--- config.mk ---
export PLATFORM = sky130hd
export DESIGN_NAME = text_packet_field_tokenizer
export DESIGN_NICKNAME = d
export VERILOG_FILES = /design/src/rtl/tpft_pkg.sv /design/src/rtl/tpft_parser.sv /design/src/rtl/text_packet_field_tokenizer.sv
export SDC_FILE = /design/constraint.sdc
export NUM_CORES = 1
export LEC_CHECK = 0
export ABC_AREA = 1
export BUFFER_PORTS_ARGS = -buffer_cell sky130_fd_sc_hd__buf_4
export CAP_MARGIN = 20
export CORE_MARGIN = 2
export CORE_UTILIZATION = 30
export DETAILED_ROUTE_END_ITERATION = 7
export GPL_TIMING_DRIVEN = 0
export PLACE_DENSITY = 0.46
export SLEW_MARGIN = 20
export SYNTH_ARGS = -nofsm -noshare
export SYNTH_HDL_FRONTEND = slang
export SYNTH_SLANG_ARGS = --single-unit
--- constraint.sdc ---
create_clock -name clk -period 1.9 [get_ports clk]
set_input_delay 0.095 -clock clk [delete_from_list [all_inputs] [get_ports clk]]
set_output_delay 0.095 -clock clk [all_outputs]
set_load 0.02 [all_outputs]
--- src/rtl/tpft_pkg.sv ---
// ----------------------------------------------------------------------------
// tpft_pkg
// Shared types and constants for the text packet field tokenizer: byte
// codes of the delimiters, field kind and closure codes, and the tag that
// the parser hands to the output stage.
// ----------------------------------------------------------------------------
package tpft_pkg;

  // Delimiter bytes
  localparam logic [7:0] CH_SPACE   = 8'h20;
  localparam logic [7:0] CH_NEWLINE = 8'h0A;
  localparam logic [7:0] CH_EQUALS  = 8'h3D;

  // Field kind reported with each byte
  typedef enum logic [2:0] {
    KIND_CMD   = 3'd0,
    KIND_SUB   = 3'd1,
    KIND_KEY   = 3'd2,
    KIND_VAL   = 3'd3,
    KIND_BODY  = 3'd4,
    KIND_DELIM = 3'd5,
    KIND_DROP  = 3'd6
  } kind_t;

  // Field closed by this byte
  typedef enum logic [2:0] {
    CLOSE_NONE = 3'd0,
    CLOSE_CMD  = 3'd1,
    CLOSE_SUB  = 3'd2,
    CLOSE_PAIR = 3'd3,
    CLOSE_DISC = 3'd4
  } close_t;

  // Tag produced by the parser for one byte
  typedef struct packed {
    kind_t  kind;
    close_t closed;
  } tag_t;

endpackage

--- src/rtl/tpft_parser.sv ---
// ----------------------------------------------------------------------------
// tpft_parser
// Parse state machine. Tags the byte at its input and, when step is high,
// advances the phase and the first-pair flag for that byte.
// ----------------------------------------------------------------------------
module tpft_parser (
  input  logic              clk,
  input  logic              rst_n,
  input  logic              step,
  input  logic [7:0]        char_in,
  input  logic              end_of_packet,
  input  logic              skip_after_first_pair,
  output tpft_pkg::tag_t    tag
);
  import tpft_pkg::*;

  typedef enum logic [2:0] {
    PH_CMD  = 3'd0,
    PH_SUB  = 3'd1,
    PH_LINE = 3'd2,
    PH_KEY  = 3'd3,
    PH_VAL  = 3'd4,
    PH_DROP = 3'd5,
    PH_BODY = 3'd6
  } phase_t;

  phase_t phase_r, phase_nxt;
  logic   pending_r, pending_nxt;

  kind_t  kind;
  close_t closed;
  close_t end_close;
  logic   delim;
  logic   is_nl, is_sp, is_eq;
  phase_t line_next;
  logic   line_clears;

  assign is_nl = (char_in == CH_NEWLINE);
  assign is_sp = (char_in == CH_SPACE);
  assign is_eq = (char_in == CH_EQUALS);

  // Phase after a key or key=value line ends; drop one byte after the first one when skip is set
  assign line_next   = (pending_r && skip_after_first_pair) ? PH_DROP : PH_LINE;
  assign line_clears = pending_r;

  // Tag the byte and pick the next phase
  always_comb begin
    kind        = KIND_BODY;
    closed      = CLOSE_NONE;
    end_close   = CLOSE_NONE;
    delim       = 1'b0;
    phase_nxt   = phase_r;
    pending_nxt = pending_r;
    unique case (phase_r)
      PH_CMD: begin
        if (is_sp || is_nl) begin
          kind      = KIND_DELIM;
          closed    = CLOSE_CMD;
          delim     = 1'b1;
          phase_nxt = is_sp ? PH_SUB : PH_BODY;
        end else begin
          kind      = KIND_CMD;
          end_close = CLOSE_CMD;
        end
      end
      PH_SUB: begin
        if (is_nl) begin
          kind      = KIND_DELIM;
          closed    = CLOSE_SUB;
          delim     = 1'b1;
          phase_nxt = PH_LINE;
        end else begin
          kind      = KIND_SUB;
          end_close = CLOSE_SUB;
        end
      end
      PH_LINE: begin
        if (is_nl) begin
          kind      = KIND_DELIM;
          delim     = 1'b1;
          phase_nxt = PH_BODY;
        end else if (is_eq) begin
          kind      = KIND_DELIM;
          end_close = CLOSE_PAIR;
          phase_nxt = PH_VAL;
        end else begin
          kind      = KIND_KEY;
          end_close = CLOSE_DISC;
          phase_nxt = PH_KEY;
        end
      end
      PH_KEY: begin
        if (is_nl) begin
          kind      = KIND_DELIM;
          closed    = CLOSE_DISC;
          delim     = 1'b1;
          phase_nxt = line_next;
          if (line_clears) begin
            pending_nxt = 1'b0;
          end
        end else if (is_eq) begin
          kind      = KIND_DELIM;
          end_close = CLOSE_PAIR;
          phase_nxt = PH_VAL;
        end else begin
          kind      = KIND_KEY;
          end_close = CLOSE_DISC;
        end
      end
      PH_VAL: begin
        if (is_nl) begin
          kind      = KIND_DELIM;
          closed    = CLOSE_PAIR;
          delim     = 1'b1;
          phase_nxt = line_next;
          if (line_clears) begin
            pending_nxt = 1'b0;
          end
        end else begin
          kind      = KIND_VAL;
          end_close = CLOSE_PAIR;
        end
      end
      PH_DROP: begin
        kind      = KIND_DROP;
        phase_nxt = PH_LINE;
      end
      default: begin
        kind      = KIND_BODY;
        phase_nxt = PH_BODY;
      end
    endcase

    // Close the open field at the end of the packet and restart
    if (end_of_packet) begin
      if (!delim) begin
        closed = end_close;
      end
      phase_nxt   = PH_CMD;
      pending_nxt = 1'b1;
    end
  end

  assign tag.kind   = kind;
  assign tag.closed = closed;

  // Hold the parse state; advance once per processed byte
  always_ff @(posedge clk) begin
    if (!rst_n) begin
      phase_r   <= PH_CMD;
      pending_r <= 1'b1;
    end else if (step) begin
      phase_r   <= phase_nxt;
      pending_r <= pending_nxt;
    end
  end

endmodule

--- src/rtl/text_packet_field_tokenizer.sv ---
// ----------------------------------------------------------------------------
// text_packet_field_tokenizer
// Tags each byte of a text packet with its field and reports the field
// that each delimiter closes.
//
//   Channel  Handshake             Payload
//   in       in_valid / in_ready   in_char_in, in_end_of_packet
//   out      out_valid / out_ready out_char_out, out_field_kind,
//                                  out_field_closed, out_packet_done
//   cfg      cfg_wr_en             cfg_wr_data (skip after first pair)
//
// One request per cycle sustained while out is not stalled; each byte's result
// passes through the input register, then the result register, from which it
// is presented on out until taken.
// The parser advances when a byte moves from the input register into the
// result register. A stall on out holds the result register and the parser
// state; the input register still takes one request and then holds too.
// rst_n is synchronous: it empties both stages and returns the parser to
// the command phase with the skip register cleared.
// ----------------------------------------------------------------------------
module text_packet_field_tokenizer (
  input  logic       clk,
  input  logic       rst_n,
  input  logic       in_valid,
  output logic       in_ready,
  input  logic [7:0] in_char_in,
  input  logic       in_end_of_packet,
  output logic       out_valid,
  input  logic       out_ready,
  output logic [7:0] out_char_out,
  output logic [2:0] out_field_kind,
  output logic [2:0] out_field_closed,
  output logic       out_packet_done,
  input  logic       cfg_wr_en,
  input  logic       cfg_wr_data
);
  import tpft_pkg::*;

  logic       skip_r;
  logic       in_vld_r;
  logic [7:0] in_char_r;
  logic       in_eop_r;
  logic       out_vld_r;
  logic [7:0] out_char_r;
  logic [2:0] out_kind_r;
  logic [2:0] out_closed_r;
  logic       out_done_r;
  logic       advance;
  logic       step;
  tag_t       tag;

  // Result register frees when empty or taken; input register behind it
  assign advance  = !out_vld_r || out_ready;
  assign step     = in_vld_r && advance;
  assign in_ready = !in_vld_r || advance;

  tpft_parser u_parser (
    .clk                   (clk),
    .rst_n                 (rst_n),
    .step                  (step),
    .char_in               (in_char_r),
    .end_of_packet         (in_eop_r),
    .skip_after_first_pair (skip_r),
    .tag                   (tag)
  );

  // Configuration register
  always_ff @(posedge clk) begin
    if (!rst_n) begin
      skip_r <= 1'b0;
    end else if (cfg_wr_en) begin
      skip_r <= cfg_wr_data;
    end
  end

  // Input register: load on accept
  always_ff @(posedge clk) begin
    if (!rst_n) begin
      in_vld_r <= 1'b0;
    end else if (in_ready) begin
      in_vld_r <= in_valid;
    end
  end

  always_ff @(posedge clk) begin
    if (in_valid && in_ready) begin
      in_char_r <= in_char_in;
      in_eop_r  <= in_end_of_packet;
    end
  end

  // Result register: load the tagged byte, hold while stalled
  always_ff @(posedge clk) begin
    if (!rst_n) begin
      out_vld_r <= 1'b0;
    end else if (advance) begin
      out_vld_r <= in_vld_r;
    end
  end

  always_ff @(posedge clk) begin
    if (step) begin
      out_char_r   <= in_char_r;
      out_kind_r   <= tag.kind;
      out_closed_r <= tag.closed;
      out_done_r   <= in_eop_r;
    end
  end

  assign out_valid        = out_vld_r;
  assign out_char_out     = out_char_r;
  assign out_field_kind   = out_kind_r;
  assign out_field_closed = out_closed_r;
  assign out_packet_done  = out_done_r;

endmodule
; ---- Word level (Yosys, flattened, before mapping)
; Cells that the tools add are included.
; W data, S select, Z words.
[classes]
n_reduce_logical = 16
n_eq_ne = 12
mux = 36
[op_table]
columns = cell, count
row1 = $mux W3, 20
row2 = $pmux W3 S4, 2
row3 = $pmux W3 S6, 1
row4 = $eq A8 B6 Y1 const B, 2
row5 = $pmux W3 S5, 1
row6 = $ne A3 B2 Y1 const B, 3
row7 = $eq A8 B4 Y1 const B, 1
row8 = $mux W2, 4
row9 = $mux W1, 7
row10 = $eq A3 B2 Y1 const B, 2
row11 = $eq A3 B3 Y1 const B, 2
row12 = $reduce_and A5 Y1, 1
row13 = $ne A4 B2 Y1 const B, 1
row14 = $reduce_bool A2 Y1, 2
row15 = $reduce_or A2 Y1, 2
row16 = $reduce_or A4 Y1, 1
row17 = $eq A3 B1 Y1 const B, 1
row18 = $logic_and A1 B1 Y1, 3
row19 = $logic_not A3 Y1, 1
row20 = $logic_or A1 B1 Y1, 3
row21 = $reduce_and A3 Y1, 1
row22 = $logic_not A1 Y1, 2
row23 = $pmux W1 S2, 1
[word_totals]
in_bits = 15
register_bits = 31
out_inout_bits = 17

; ---- Depth between registers and ports, before layout
; Gate-level depths: netlist of run 1.
[logic_depth]
depth_word = 6
mapped_depth = 10

; ---- Modules after synthesis
; From an unflattened synthesis of run 1, not the netlist that was laid out.
[hier_totals]
cells_unflattened = 169
hier_area_um2 = 1476.4
[by_module_without_submodules]
columns = module, area_each_um2, instances, cells_per_inst
row1 = text_packet_field_tokenizer, 852.1, 1, 42
row2 = tpft_parser, 624.3, 1, 127

; ---- Least setup slack after synthesis of run 1
; Ideal clock, no wire load.
[synth_path]
path_kind = reg-to-reg
startpoint = register in_char_r[3]
endpoint = register out_closed_r[0] (netlist: out_field_closed[0]) (data pin)
synth_period_minus_slack_ns = 1.411
arrival_ns = 1.151
slack_ns = 0.489
stages_incl_launch_ff = 8
path_buffers = 0
cell_sequence = edfxtp_1 nand2_1 nor2_2 nand2_2 inv_2 o21ai_0 o21a_1 o21ai_1
[synth_lines]
columns = item, line
row1 = "start, declared", text_packet_field_tokenizer.sv:41  ; logic [7:0] in_char_r;
row2 = "start signal, assigned", text_packet_field_tokenizer.sv:87  ; in_char_r <= in_char_in;
row3 = "end signal, assigned", text_packet_field_tokenizer.sv:105  ; out_closed_r <= tag.closed;
row4 = "end, declared", text_packet_field_tokenizer.sv:46  ; logic [2:0] out_closed_r;

==> results of run 1 <==
==> routing by layer <==
metal  up-vias  global-route usage  share of wire
li1        607                   -              -
met1       533               0.160           0.47
met2        45               0.188           0.44
met3         9              0.0425          0.063
met4         0              0.0747          0.028
met5         -                   0              0
==> placed cells by master, fill, tap and decap left out, drive strengths merged <==
cell type and count:
nor3 1, clkbuf 6, clkinvlp 1, dlygate4sd3 10, dfxtp 7, nand2 40, o2111ai 1, a21boi 1
nor2 21, and2 1, edfxtp 24, buf 32, o21a 1, nand3 18, a21oi 7, o21ai 9
inv 22, clkinv 1, nand4 1
==> sequential cells by signal (all words and copies together) (netlist names) <==
name and cells:
out_valid 1, out_field_kind 3, u_parser.line_clears 1, out_char_out 8, skip_r 1, out_field_closed 3
in_eop_r 1, u_parser.phase_r 3, in_char_r 8, in_vld_r 1, out_packet_done 1
==> cells in the mapped netlist, types with 3 or more instances <==
master	instances
inv_2	6
nand2_2	4
nand2_1	35
a21oi_1	7
nor2_2	4
dfxtp_1	7
o21ai_1	3
edfxtp_1	24
nor2_1	15
o21ai_0	6
nand3_1	17
inv_1	16
==> stage by stage <==
step / area, sq um / worst slack [ps] / total power, W / hold slack, ps
3_3_place_gp: 1740 / 245 / 0.000967 / 273
3_5_place_dp: 1740 / 271 / 0.000971 / 274
2_1_floorplan: 1440 / 489 / 0.000900 / 188
5_1_grt: 1930 / 127 / 0.00155 / 53.3
6_report: 1930 / 252 / 0.00147 / 50.1
4_1_cts: 1930 / 254 / 0.00150 / 36.7
==> worst max-delay path, stage by stage, from the launching register on <==
cell and delay, ps:
edfxtp_1 490, nand2_1 130, nor2_2 60, nand2_2 140
inv_2 80, o21ai_0 280, o21a_1 180, o21ai_1 50
==> final timing paths <==
check / to / slack, ps / from / cells past startpoint
max reg2reg: out_field_closed[0]$_DFFE_PP_ / 250 / in_char_r[3]$_DFFE_PP_ / 7
max: out_field_closed[0]$_DFFE_PP_ / 250 / in_char_r[3]$_DFFE_PP_ / 7
min: skip_r$_SDFFE_PN0P_ / 50 / cfg_wr_data / 3
min reg2reg: out_packet_done$_DFFE_PP_ / 450 / in_eop_r$_DFFE_PP_ / 0
==> power by group <==
group	switching (W)	internal [W]
Clock	0.000246	0.000255
Combinational	0.0000999	0.0000807
Sequential	0.0000202	0.000769
Total	0.000366	0.00111
==> cell families after synthesis <==
logic type      count (synthesis)  synth area share
flops                          31             0.597
simple gates                   82             0.266
compound gates                 19            0.0720
buf+inv                        23            0.0650
==> layout make-up <==
type                            instances  area share
Clock inverter                          2     0.00649
Inverter                               22      0.0428
Sequential cell                        31       0.446
Tap cell                               54      0.0350
Timing Repair Buffer                   41       0.173
Multi-Input combinational cell        101       0.253
Buffer                                  1     0.00584
Clock buffer                            6      0.0376
==> impl_results.md, run 1 <==
* Status: finished clean
* Post-Route WL at 3000 um
* Clock slew at reported path FFs at 70 ps
* CTS tree: built
* Max-slew violations at 0
* Sequential area share after synthesis at 0.597
* Synth cell types at 22
* Crit Path Max Fanout at 7
* Vias in the first global route at 1114
* Die span in y at 73.3 um
* Syn_area_per_cell at 9.31 sq um
* Critical setup path kind: register to register
* IO Pins at 32
* Setup Skew at 8.99 ps
* Core area at 4690 sq um
* Cell Count Post-Placement at 240
* Max-Slew Margin vs Limit at 0.569
* Leakage at 0.835 nW
* CP endpoint kind: register
* Most area-consuming cells after synthesis: edfxtp_1 50%, dfxtp_1 9.7%, nand2_1 9.1%, nand3_1 5.9%, inv_1 4.2%
* Actual slew at the worst max-slew pin at 645 ps
* Maximum VDD drop at 0.000346 V
* N_diodes at 0
* Share of layout cells above drive strength 1 at 0.279
* Synth Warn # at 0
* First-pass GRT wire length at 5020 um
* CTS hold repair buffers at 10
* CTS-repair resized insts at 0
* Fill cells at 473
* Row count at 25
* Buffers on Ports at 31
* WP data arrival at 1680 ps
* Iteration-0 DRC Markers at 84
* # DRC at 0
* Setup TNS at 0 ps
* Yosys reg bits at 31
* Clock buffer count from CTS at 5
* Setup Viol. Count Final at 0
* Biggest area consumer among synthesized cells: edfxtp_1
* Vias at 1194
* WP data required at 1940 ps
* Reg area at 861 sq um
* Hold Vio Cnt, Final at 0
* Top FF cell, synth: edfxtp_1
* Fin cells at 258
* Hold/Removal Path Class: input pin to register
* Pre-antenna DRT Iters at 4
* Clock root cell: clkbuf_8
* Maximum clock rate at 607 MHz
* Max-cap violations at 0
* Crit start category: register
* CTS sink cnt at 31
* Top-area cell type share of the netlist area at 0.500
* Routability cong. at 0.895
* Fin nets at 218
* WL per Instance at 11.6 um
* Final worst-path cycle share at 0.868
* Post-synth net total at 170
* Min Clock Period, post-route at 1650 ps
* Clk buf depth at 2
* Footprint of the multi-input gates at 488 sq um
* Post-DP HPWL at 2250 um
* Initial antenna violation count at 0
* Die X at 73.3 um
* RSZ-0062 raised after global routing: false
* Global router's overall resource usage at 0.127
* Post-DR vias/cell at 4.63
* Initial core utilization at 0.307
* Number of post-CTS setup repair buffers at 0
* Share of flip-flops with an asynchronous set or reset at 0
* Area Overhead vs Synth at 33.7%
* Full die area at 5380 sq um
* EDFF count, synth at 24
* Clk Latency, worst-skew pair at 280 ps
* Post-DRT Antenna Nets at 0
* Final core occ at 0.411
* Largest net degree at the start of global routing at 18
* Gate Count Post-Synth at 155
* H-tree depth at 2
* Power Dens Cells at 763 nW/um^2
* GRT Residual Overflow at 0
* Mapped cell area at 1440 sq um
Note: power is estimated with default switching activity, not from simulation.
==> inputs of run 2 (changes only) <==
Settings changed: PLACE_DENSITY 0.46 to not set.
==> impl_results.md, run 2 (synthesis gave the netlist of run 1 again) <==
* Crit start category: register
* Max-Slew Margin vs Limit at 0.595
* Max-slew violations at 0
* Setup TNS at 0 ps
* Setup Viol. Count Final at 0
* Vias in the first global route at 1078
* Max-cap violations at 0
* Global router's overall resource usage at 0.113
* Fin cells at 258
* Worst hold path stage count at 3
* Vias at 1164
* Clk buf depth at 2
* Setup Skew at 5.49 ps
* Post-DRT Antenna Nets at 0
* Crit Path Max Fanout at 7
* Clock root cell: clkbuf_8
* Post-Route WL at 2690 um
* Maximum VDD drop at 0.000454 V
* Pre-antenna DRT Iters at 4
* Hold Vio Cnt, Final at 0
* CP endpoint kind: register
* IO Pins at 32
* CTS-repair resized insts at 0
* WHS at 49.8 ps
* GRT Residual Overflow at 0
* Hold/Removal Path Class: input pin to register
* Post-DR vias/cell at 4.51
* CP Depth at 7
* Crit-path slowest cell: edfxtp_1
* Critical Path, Cell by Cell: nand2_1 > nor2_2 > nand2_2 > inv_2 > o21ai_0 > o21a_1 > o21ai_1
* Die X at 73.3 um
* Cells on worst reg2reg path at 7
* Fin nets at 218
* Share of layout cells above drive strength 1 at 0.284
* Commonest cells after routing, fill and taps aside: 35 x nand2_1, 31 x buf_4, 24 x edfxtp_1, 17 x nand3_1, 16 x inv_1
* Actual slew at the worst max-slew pin at 606 ps
* Number of post-CTS setup repair buffers at 0
* Initial antenna violation count at 0
* Clk Latency, worst-skew pair at 280 ps
* Maximum clock rate at 610 MHz
* WP data required at 1920 ps
* Iteration-0 DRC Markers at 88
* N_diodes at 0
* CTS hold repair buffers at 10
* Full die area at 5380 sq um
* H-tree depth at 2
* WP data arrival at 1660 ps
* Clock buffer count from CTS at 5
* Power Dens Cells at 749 nW/um^2
* Crit path buffers/inverters at 1
* CTS tree: built
* Family with the most delay on the worst path: compound AO/OA/AOI/OAI gates
* Min Clock Period, post-route at 1640 ps
* Final worst-path cycle share at 0.863
* Placed inst area at 1740 sq um
* Critical setup path kind: register to register
* First-pass GRT wire length at 4530 um
* Largest net degree at the start of global routing at 18
* Status: finished clean
* Buffers on Ports at 31
* Tot Pwr at 0.00144 W
* Die span in y at 73.3 um
* CTS sink cnt at 31
* Final instance area at 1930 sq um
* Most common cell after layout, fill and taps aside: nand2_1
* Post-DP HPWL at 2030 um
* WL per Instance at 10.4 um
* Core area at 4690 sq um
* Largest stage delay on the critical path at 460 ps
* Clock slew at reported path FFs at 60 ps
* # DRC at 0
* Leakage at 0.842 nW
* Routability cong. at 0.836
* Initial core utilization at 0.307
* Cell Count Post-Placement at 240
* Area Overhead vs Synth at 33.6%
* Row count at 25
* RSZ-0062 raised after global routing: false
[run 2: stage by stage]
step | util | setup slack [ps]
final | 0.411 | 260
after global routing | 0.411 | 142
after CTS | 0.411 | 250
after detailed placement | 0.371 | 285
after global placement | 0.371 | 281
after floorplan | - | 489
[run 2: tightest hold or removal path, delay by kind of cell]
family	cells	cell delay (ps)
AOI/OAI and AO/OA	1	100
buffers and inverters	2	110
[run 2: layer usage]
metal / part of all wire / vias to the layer above / track usage
met4: 0.030 / 0 / 0.0747
met2: 0.43 / 39 / 0.170
met3: 0.054 / 8 / 0.0329
met1: 0.49 / 510 / 0.139
met5: 0 / - / 0
li1: - / 607 / -
[run 2: path summary, 6_finish.rpt]
check                              start                            end  slack (ps)
hold / removal               cfg_wr_data            skip_r$_SDFFE_PN0P_          50
hold reg to reg       in_eop_r$_DFFE_PP_      out_packet_done$_DFFE_PP_         470
setup / recovery  in_char_r[3]$_DFFE_PP_  out_field_closed[0]$_DFFE_PP_         260
setup reg to reg  in_char_r[3]$_DFFE_PP_  out_field_closed[0]$_DFFE_PP_         260
[run 2: final cells by class]
| type | instances | area (sq um) |
|---|---|---|
| Fill cell | 498 | 2770 |
| Sequential cell | 31 | 861 |
| Multi-Input combinational cell | 101 | 488 |
| Timing Repair Buffer | 41 | 333 |
| Inverter | 22 | 82.6 |
| Clock buffer | 5 | 68.8 |
| Tap cell | 54 | 67.6 |
| Clock inverter | 3 | 15.0 |
| Buffer | 1 | 11.3 |
[run 2: where the power goes]
part	switching, W	internal (W)	leakage (nW)	total, W
clock	0.000227	0.000249	0.0477	0.000476
sequential	0.0000195	0.000770	0.287	0.000789
combinational	0.0000981	0.0000807	0.507	0.000179
